`src/rtl/kcl_pkg.sv`:
```
`default_nettype none

package kcl_pkg;

  localparam int MAX_DIGITS = 12;
  localparam int IDX_W      = $clog2(MAX_DIGITS);
  localparam int CNT_W      = $clog2(MAX_DIGITS + 1);
  localparam int LEN_W      = (CNT_W > 4) ? CNT_W : 4;
  localparam int BUF_AW     = IDX_W + 1;
  localparam int BUF_DEPTH  = 2 ** BUF_AW;
  localparam int DIGIT_W    = 4;

  localparam logic [3:0] KEY_COMMAND = 4'd10;
  localparam logic [3:0] KEY_ZERO    = 4'd11;
  localparam logic [3:0] KEY_ENTER   = 4'd12;

  localparam logic [1:0] REG_MIN_LEN = 2'd0;
  localparam logic [1:0] REG_MAX_LEN = 2'd1;

  localparam logic BANK_ENTRY = 1'b0;
  localparam logic BANK_EDIT  = 1'b1;

  typedef enum logic [2:0] {
    ST_TAKEN       = 3'd0,
    ST_TOO_LONG    = 3'd1,
    ST_INCORRECT   = 3'd2,
    ST_UNLOCKED    = 3'd3,
    ST_EDIT_START  = 3'd4,
    ST_EDIT_CANCEL = 3'd5,
    ST_TOO_SHORT   = 3'd6,
    ST_UPDATED     = 3'd7
  } status_t;

  typedef enum logic [1:0] {
    S_IDLE,
    S_CHECK,
    S_COPY,
    S_RESP
  } seq_state_t;

  typedef struct packed {
    logic [3:0] min_len;
    logic [3:0] max_len;
  } cfg_t;

  typedef struct packed {
    logic               we;
    logic [BUF_AW-1:0]  waddr;
    logic [DIGIT_W-1:0] wdata;
    logic [BUF_AW-1:0]  raddr;
  } buf_req_t;

  typedef struct packed {
    logic               we;
    logic [IDX_W-1:0]   waddr;
    logic [DIGIT_W-1:0] wdata;
    logic [IDX_W-1:0]   raddr;
  } code_req_t;

  // factory code: digits 1 to 8, rest zero
  function automatic logic [DIGIT_W-1:0] code_reset_digit(input logic [IDX_W-1:0] idx);
    int i;
    i = int'(idx);
    return (i < 8) ? DIGIT_W'(i + 1) : '0;
  endfunction

endpackage

`default_nettype wire

```
`src/rtl/kcl_ram.sv`:
```
`default_nettype none

module kcl_ram #(
  parameter int WIDTH = 4,
  parameter int DEPTH = 16
) (
  input  wire logic                     clk,
  input  wire logic                     we,
  input  wire logic [$clog2(DEPTH)-1:0] waddr,
  input  wire logic [WIDTH-1:0]         wdata,
  input  wire logic [$clog2(DEPTH)-1:0] raddr,
  output logic      [WIDTH-1:0]         rdata
);

  logic [WIDTH-1:0] mem [DEPTH];

  always_ff @(posedge clk) begin
    if (we) begin
      mem[waddr] <= wdata;
    end
  end

  always_ff @(posedge clk) begin
    rdata <= mem[raddr];
  end

endmodule

`default_nettype wire

```
`src/rtl/kcl_seq.sv`:
```
`default_nettype none

module kcl_seq
  import kcl_pkg::*;
(
  input  wire logic               clk,
  input  wire logic               rst,
  input  wire cfg_t               cfg,
  input  wire logic               key_valid,
  output logic                    key_stall,
  input  wire logic [3:0]         key_code,
  output logic                    res_valid,
  input  wire logic               res_stall,
  output logic [2:0]              status,
  output logic [3:0]              digits_entered,
  output logic                    in_edit_mode,
  output buf_req_t                buf_req,
  input  wire logic [DIGIT_W-1:0] buf_rdata,
  output code_req_t               code_req,
  input  wire logic [DIGIT_W-1:0] code_rdata
);

  seq_state_t            state, state_next;
  logic [IDX_W-1:0]      idx, idx_next;
  logic [CNT_W-1:0]      entry_count, entry_count_next;
  logic [CNT_W-1:0]      edit_count, edit_count_next;
  logic [LEN_W-1:0]      stored_length, stored_length_next;
  logic                  edit_active, edit_active_next;
  status_t               status_q, status_next;
  logic [MAX_DIGITS-1:0] code_valid, code_valid_next;
  logic                  out_load;

  logic [DIGIT_W-1:0] digit;
  logic [CNT_W-1:0]   count_sel;
  logic [IDX_W-1:0]   idx_inc;
  logic [CNT_W-1:0]   idx_cnt;
  logic [DIGIT_W-1:0] code_digit;
  logic               bank;

  assign digit      = (key_code == KEY_ZERO) ? '0 : key_code;
  assign count_sel  = edit_active ? edit_count : entry_count;
  assign bank       = edit_active ? BANK_EDIT : BANK_ENTRY;
  assign idx_inc    = idx + IDX_W'(1);
  assign idx_cnt    = CNT_W'(idx) + CNT_W'(1);
  assign code_digit = code_valid[idx] ? code_rdata : code_reset_digit(idx);

  always_ff @(posedge clk) begin
    if (rst) begin
      state         <= S_IDLE;
      idx           <= '0;
      entry_count   <= '0;
      edit_count    <= '0;
      stored_length <= LEN_W'(8);
      edit_active   <= 1'b0;
      status_q      <= ST_TAKEN;
      code_valid    <= '0;
    end else begin
      state         <= state_next;
      idx           <= idx_next;
      entry_count   <= entry_count_next;
      edit_count    <= edit_count_next;
      stored_length <= stored_length_next;
      edit_active   <= edit_active_next;
      status_q      <= status_next;
      code_valid    <= code_valid_next;
    end
  end

  always_comb begin
    state_next         = state;
    idx_next           = idx;
    entry_count_next   = entry_count;
    edit_count_next    = edit_count;
    stored_length_next = stored_length;
    edit_active_next   = edit_active;
    status_next        = status_q;
    code_valid_next    = code_valid;
    buf_req            = '0;
    code_req           = '0;
    out_load           = 1'b0;
    key_stall          = (state != S_IDLE);

    unique case (state)
      S_IDLE: begin
        buf_req.raddr  = {bank, {IDX_W{1'b0}}};
        code_req.raddr = '0;
        if (key_valid) begin
          idx_next   = '0;
          state_next = S_RESP;
          if (key_code == KEY_COMMAND) begin
            edit_active_next = !edit_active;
            edit_count_next  = '0;
            status_next      = edit_active ? ST_EDIT_CANCEL : ST_EDIT_START;
          end else if (key_code == KEY_ENTER) begin
            if (edit_active) begin
              if (LEN_W'(edit_count) < LEN_W'(cfg.min_len)) begin
                status_next = ST_TOO_SHORT;
              end else if (edit_count == '0) begin
                stored_length_next = '0;
                entry_count_next   = '0;
                edit_active_next   = 1'b0;
                status_next        = ST_UPDATED;
              end else begin
                state_next = S_COPY;
              end
            end else begin
              entry_count_next = '0;
              if (LEN_W'(entry_count) != stored_length) begin
                status_next = ST_INCORRECT;
              end else if (stored_length == '0) begin
                status_next = ST_UNLOCKED;
              end else begin
                state_next = S_CHECK;
              end
            end
          end else begin
            if ((LEN_W'(count_sel) < LEN_W'(cfg.max_len)) &&
                (count_sel < CNT_W'(MAX_DIGITS))) begin
              buf_req.we    = 1'b1;
              buf_req.waddr = {bank, IDX_W'(count_sel)};
              buf_req.wdata = digit;
              status_next   = ST_TAKEN;
              if (edit_active) begin
                edit_count_next = count_sel + CNT_W'(1);
              end else begin
                entry_count_next = count_sel + CNT_W'(1);
              end
            end else begin
              status_next = ST_TOO_LONG;
            end
          end
        end
      end
      S_CHECK: begin
        buf_req.raddr  = {BANK_ENTRY, idx_inc};
        code_req.raddr = idx_inc;
        if (buf_rdata != code_digit) begin
          status_next = ST_INCORRECT;
          state_next  = S_RESP;
        end else if (LEN_W'(idx_cnt) == stored_length) begin
          status_next = ST_UNLOCKED;
          state_next  = S_RESP;
        end else begin
          idx_next = idx_inc;
        end
      end
      S_COPY: begin
        buf_req.raddr        = {BANK_EDIT, idx_inc};
        code_req.we          = 1'b1;
        code_req.waddr       = idx;
        code_req.wdata       = buf_rdata;
        code_valid_next[idx] = 1'b1;
        if (idx_cnt == edit_count) begin
          stored_length_next = LEN_W'(edit_count);
          edit_count_next    = '0;
          entry_count_next   = '0;
          edit_active_next   = 1'b0;
          status_next        = ST_UPDATED;
          state_next         = S_RESP;
        end else begin
          idx_next = idx_inc;
        end
      end
      S_RESP: begin
        if (!res_valid || !res_stall) begin
          out_load   = 1'b1;
          state_next = S_IDLE;
        end
      end
      default: state_next = S_IDLE;
    endcase
  end

  // output beat register
  always_ff @(posedge clk) begin
    if (rst) begin
      res_valid <= 1'b0;
    end else if (out_load) begin
      res_valid <= 1'b1;
    end else if (!res_stall) begin
      res_valid <= 1'b0;
    end
  end

  always_ff @(posedge clk) begin
    if (out_load) begin
      status         <= status_q;
      digits_entered <= 4'(count_sel);
      in_edit_mode   <= edit_active;
    end
  end

endmodule

`default_nettype wire

```
`src/rtl/keypad_code_lock_core.sv`:
```
// channel   direction  handshake              payload
// key       in         key_valid / key_stall  key_code[3:0]
// result    out        res_valid / res_stall  status[2:0], digits_entered[3:0], in_edit_mode
// config    in         cfg_valid / cfg_ready  cfg_index[1:0], cfg_data[3:0]
//
// digit and command keys pass through the accept cycle and the result load
// enter in unlock mode compares up to the stored length in S_CHECK, one stored digit per cycle
// enter in edit mode copies up to the new length in S_COPY, one digit copied per cycle
// each memory takes one read and at most one write per cycle
// reset is synchronous; the stored code reads as the factory code until rewritten
// a stalled result holds the sequencer, the key channel stalls meanwhile
`default_nettype none

module keypad_code_lock_core
  import kcl_pkg::*;
(
  input  wire logic       clk,
  input  wire logic       rst,
  input  wire logic       key_valid,
  output logic            key_stall,
  input  wire logic [3:0] key_code,
  output logic            res_valid,
  input  wire logic       res_stall,
  output logic [2:0]      status,
  output logic [3:0]      digits_entered,
  output logic            in_edit_mode,
  input  wire logic       cfg_valid,
  output logic            cfg_ready,
  input  wire logic [1:0] cfg_index,
  input  wire logic [3:0] cfg_data
);

  cfg_t               cfg;
  buf_req_t           buf_req;
  code_req_t          code_req;
  logic [DIGIT_W-1:0] buf_rdata;
  logic [DIGIT_W-1:0] code_rdata;

  assign cfg_ready = 1'b1;

  always_ff @(posedge clk) begin
    if (rst) begin
      cfg.min_len <= 4'd8;
      cfg.max_len <= 4'd12;
    end else if (cfg_valid && cfg_ready) begin
      unique case (cfg_index)
        REG_MIN_LEN: cfg.min_len <= cfg_data;
        REG_MAX_LEN: cfg.max_len <= cfg_data;
        default: ;
      endcase
    end
  end

  kcl_seq u_seq (
    .clk            (clk),
    .rst            (rst),
    .cfg            (cfg),
    .key_valid      (key_valid),
    .key_stall      (key_stall),
    .key_code       (key_code),
    .res_valid      (res_valid),
    .res_stall      (res_stall),
    .status         (status),
    .digits_entered (digits_entered),
    .in_edit_mode   (in_edit_mode),
    .buf_req        (buf_req),
    .buf_rdata      (buf_rdata),
    .code_req       (code_req),
    .code_rdata     (code_rdata)
  );

  // entry and edit buffers, one bank each
  kcl_ram #(
    .WIDTH (DIGIT_W),
    .DEPTH (BUF_DEPTH)
  ) u_buf_ram (
    .clk   (clk),
    .we    (buf_req.we),
    .waddr (buf_req.waddr),
    .wdata (buf_req.wdata),
    .raddr (buf_req.raddr),
    .rdata (buf_rdata)
  );

  kcl_ram #(
    .WIDTH (DIGIT_W),
    .DEPTH (MAX_DIGITS)
  ) u_code_ram (
    .clk   (clk),
    .we    (code_req.we),
    .waddr (code_req.waddr),
    .wdata (code_req.wdata),
    .raddr (code_req.raddr),
    .rdata (code_rdata)
  );

  a_one_key_at_a_time: assert property (@(posedge clk) disable iff (rst)
    key_valid && !key_stall |=> key_stall)
    else $error("key accepted back to back");

  a_unlock_clears_entry: assert property (@(posedge clk) disable iff (rst)
    res_valid && status == ST_UNLOCKED |-> !in_edit_mode && digits_entered == 4'd0)
    else $error("unlock left entry digits or edit mode");

  a_update_leaves_edit: assert property (@(posedge clk) disable iff (rst)
    res_valid && status == ST_UPDATED |-> !in_edit_mode && digits_entered == 4'd0)
    else $error("code update left edit mode active");

  a_edit_start_empty: assert property (@(posedge clk) disable iff (rst)
    res_valid && status == ST_EDIT_START |-> in_edit_mode && digits_entered == 4'd0)
    else $error("edit start with nonempty edit buffer");

endmodule

`default_nettype wire

```
`config.mk`:
```
export PLATFORM = sky130hd
export DESIGN_NAME = keypad_code_lock_core
export DESIGN_NICKNAME = d
export VERILOG_FILES = /design/src/rtl/kcl_pkg.sv /design/src/rtl/kcl_ram.sv /design/src/rtl/kcl_seq.sv /design/src/rtl/keypad_code_lock_core.sv
export SDC_FILE = /design/constraint.sdc
export NUM_CORES = 1
export LEC_CHECK = 0
export BUFFER_PORTS_ARGS = -buffer_cell sky130_fd_sc_hd__buf_4
export CORE_UTILIZATION = 50
export CTS_CLUSTER_SIZE = 12
export DETAILED_ROUTE_END_ITERATION = 16
export GPL_ROUTABILITY_DRIVEN = 0
export GPL_TIMING_DRIVEN = 0
export PLACE_DENSITY = 0.66
export SLEW_MARGIN = 15
export SYNTH_ARGS = -nofsm -noshare
export SYNTH_HDL_FRONTEND = slang
export SYNTH_HIERARCHICAL = 1
export SYNTH_SLANG_ARGS = --single-unit
```
`constraint.sdc`:
```
create_clock -name clk -period 5.35 [get_ports clk]
set_clock_uncertainty 0.2 [all_clocks]
set_input_delay 0.535 -clock clk [delete_from_list [all_inputs] [get_ports clk]]
set_output_delay 0.535 -clock clk [all_outputs]
set_load 0.03 [all_outputs]
```
==> out/metrics.csv <==
metric,value,unit
register_area,6550,µm²
number_of_filler_instances_in_the_final_layout,1630,
worst_slew_pin_slew,1.14,ns
finalSetupViolCount,0,
startpoint_type,flip-flop,
core_area,20400,µm²
synthCells,727,
number_of_buffers_created_by_cts,25,
drive_gt1_frac,0.166,
final_min_period_over_clock_period,0.922,
cts.root.buffer_cell,sky130_fd_sc_hd__clkbuf_16,
status,"finished, final reports clean",
cts_buffer_depth,3,
ys_async_sr_fraction,0,
worst_slack,0.415,ns
critical_path_peak_fanout,10,
worstPathRequired,5.33,ns
grt_use_total,0.214,
routed_wirelength,22600,µm
holdCritStartpoint,res_stall,
initialDrtViolationCount,633,
synth-edff-count,184,
setup_repair_after_global_routing_missed_its_margin,false,
slew_viol_final,0,
dieWidth,147,µm
worstHoldEndpoint,u_seq/res_valid,
report.final.hold_viol_count,0,
maxSlewHeadroom,0.239,
ctsHtreeMaxLevel,1,
p_per_area,461,nW/µm²
netlist.area_leader.share,0.525,
clock.fmax,203,MHz
worst_setup_path_end_kind,flip-flop,
chipHeight,147,µm
grt_overflow_total,0,
yosysWarningCount,6,
dp.cells,1021,
cts.clk_slew.worst_paths,0.06,ns
cp.arrival,4.92,ns
clock_sinks,235,
netlist_area,10500,µm²
syn_avg_cell_area,14.5,µm²
post-synth-top-area-cell,sky130_fd_sc_hd__edfxtp_1,
regToRegStartpoint,u_seq/edit_active,
post_cts_resize_count,0,
yosys.cell_types.count,64,
dp.final_hpwl,15700,µm
post-route-drc-count,0,
pre_cts_ws,0.347,ns
synthesis.nets,760,
antenna_cells_inserted,0,
design.portCount,26,
vias_in_the_first_global_route,6437,
post-synth-top-count-cell,sky130_fd_sc_hd__edfxtp_1,
ys_top_cells_by_area,"sky130_fd_sc_hd__edfxtp_1 (52%), sky130_fd_sc_hd__dfxtp_1 (9.7%), sky130_fd_sc_hd__mux4_2 (9.2%)",
dpl_cell_area,11100,µm²
yosys_most_used_dff,sky130_fd_sc_hd__edfxtp_1,
min_delay_path_depth,3,
avgViaCountPerCell,5.96,
worstSkewPairLatency,0.53,ns
detail_route.first_pass.iterations,5,
die-area,21700,µm²
grt_max_degree,33,
path_type_of_the_worst_min_delay_path,in2reg,
cts-hold-fix-buffers,0,
starting_density_of_the_core,0.516,
buffer_ports.inserted,24,
worstSetupPathType,reg2reg,
ff2ff_path_depth,15,
r2r_setup_slack,0.42,ns
synth.top_cells.by_count,"sky130_fd_sc_hd__edfxtp_1 (184), sky130_fd_sc_hd__nor2_1 (102), sky130_fd_sc_hd__dfxtp_1 (51)",
ys_seq_area_frac,0.622,
fin_crit,4.93,ns
post-route-cell-area,11800,µm²
ir_drop,0.000291,V
tns,0,ns
drt-wirelength-per-cell,21.2,µm
clock_tree_from_tritoncts,built,
power.static_leakage,4.03,nW
rows,52,
area.growth.synth_to_final,12.1,%
cts_setup_buffers,0,
stdcell_count,1064,
route.antenna.remaining_nets,0,
initial_antenna_violation_count,0,
rr_endpoint,u_buf_ram/mem[8][3],
hold_ws,0.0737,ns
finish.net_count,812,
grt_pass1_wl,35700,µm
max_cap_viol_count,0,
synth_seq_cells,235,
multiInputGateArea,3710,µm²
vias,6343,
==> kinds of logic (layout without fill, tap and decap cells) <==
family,after synthesis,after routing,synth area share
other cells,1,1,0.000356
mux,87,87,0.147
flops,235,235,0.622
xor+xnor,15,15,0.0125
buf+inv,58,125,0.0272
fa+ha+maj,18,18,0.0214
simple gates,232,232,0.115
compound gates,81,81,0.0551
==> metrics by stage <==
step	utilization	power, mW
5_1_grt	0.578	5.67
3_5_place_dp	0.541	3.89
2_1_floorplan	-	3.48
6_report	0.578	5.44
4_1_cts	0.577	5.48
3_3_place_gp	0.541	3.86
==> critical path: stages (launching register included) <==
cell and delay (ns):
sky130_fd_sc_hd__dfxtp_1 0.32, sky130_fd_sc_hd__clkbuf_1 0.27, sky130_fd_sc_hd__clkbuf_1 0.42, sky130_fd_sc_hd__mux2i_1 0.43, sky130_fd_sc_hd__inv_1 0.16, sky130_fd_sc_hd__ha_1 0.29, sky130_fd_sc_hd__a21boi_0 0.11, sky130_fd_sc_hd__o21ai_0 0.24
sky130_fd_sc_hd__nand2b_1 0.11, sky130_fd_sc_hd__a211oi_1 0.29, sky130_fd_sc_hd__and3_1 0.28, sky130_fd_sc_hd__nand2_1 0.18, sky130_fd_sc_hd__inv_1 0.15, sky130_fd_sc_hd__or3b_2 0.44, sky130_fd_sc_hd__clkbuf_1 0.27, sky130_fd_sc_hd__nor2_1 0.42
==> state kept, by name (all words and copies together) (netlist names) <==
register              cells
u_seq/idx                 4
u_seq/digits_entered      4
u_seq/res_valid           1
u_seq/stored_length       4
u_seq/in_edit_mode        1
u_seq/state               2
u_buf_ram/rdata           4
u_seq/entry_count         4
u_seq/edit_active         1
u_seq/code_valid         12
u_seq/edit_count          4
u_code_ram/mem           48
cfg                       8
u_seq/status_q            3
u_seq/status              3
u_buf_ram/mem           128
u_code_ram/rdata          4
==> worst max-delay path by stage <==
| stage | startpoint | to | depth (start not counted) |
|---|---|---|---|
| global route | u_seq/edit_active | u_buf_ram/mem[13][3] | 14 |
| floorplan | u_seq/edit_active | u_buf_ram/mem[19][0] | 14 |
| global placement | u_seq/edit_active | u_buf_ram/mem[8][0] | 14 |
| detailed placement | u_seq/edit_active | u_buf_ram/mem[11][0] | 14 |
| CTS | u_seq/edit_active | u_buf_ram/mem[11][3] | 14 |
| finish | u_seq/edit_active | u_buf_ram/mem[8][3] | 15 |
==> placed cells by master (no fill, tap or decap), drive strengths merged, types with 7 or more instances in the layout <==
| cell type | Yosys | routed |
|---|---|---|
| inv | 24 | 25 |
| ha | 18 | 18 |
| dfxtp | 51 | 51 |
| nor3 | 8 | 8 |
| xnor2 | 10 | 10 |
| a22oi | 7 | 7 |
| clkinv | 0 | 10 |
| edfxtp | 184 | 184 |
| clkbuf | 20 | 50 |
| mux2i | 30 | 30 |
| a31oi | 15 | 15 |
| nor2 | 102 | 102 |
| o21ai | 11 | 11 |
| and3 | 11 | 11 |
| nand2b | 17 | 17 |
| nand3 | 9 | 9 |
| nor2b | 14 | 14 |
| nand2 | 19 | 19 |
| a21oi | 11 | 11 |
| and2 | 8 | 8 |
| mux4 | 51 | 51 |
| buf | 14 | 39 |
| nand3b | 11 | 11 |
==> layer usage <==
| layer | share of wire | global-route usage |
|---|---|---|
| met1 | 0.42 | 0.291 |
| met2 | 0.49 | 0.355 |
| met3 | 0.061 | 0.0385 |
| met4 | 0.025 | 0.0619 |
| met5 | 0 | 0 |
==> power by group <==
part,total [mW],switching [mW],leakage (nW),internal [mW]
clock network,1.58,0.677,0.361,0.902
logic,1.63,0.889,1.56,0.740
registers,2.24,0.0953,2.11,2.14
==> final cells by class <==
| class | instances | area share |
|---|---|---|
| Multi-Input combinational cell | 434 | 0.314 |
| Clock buffer | 30 | 0.0546 |
| Tap cell | 270 | 0.0286 |
| Timing Repair Buffer | 25 | 0.0159 |
| Buffer | 34 | 0.0166 |
| Clock inverter | 12 | 0.00774 |
| Sequential cell | 235 | 0.555 |
| Inverter | 24 | 0.00763 |
(Power assumes the default switching activity.)
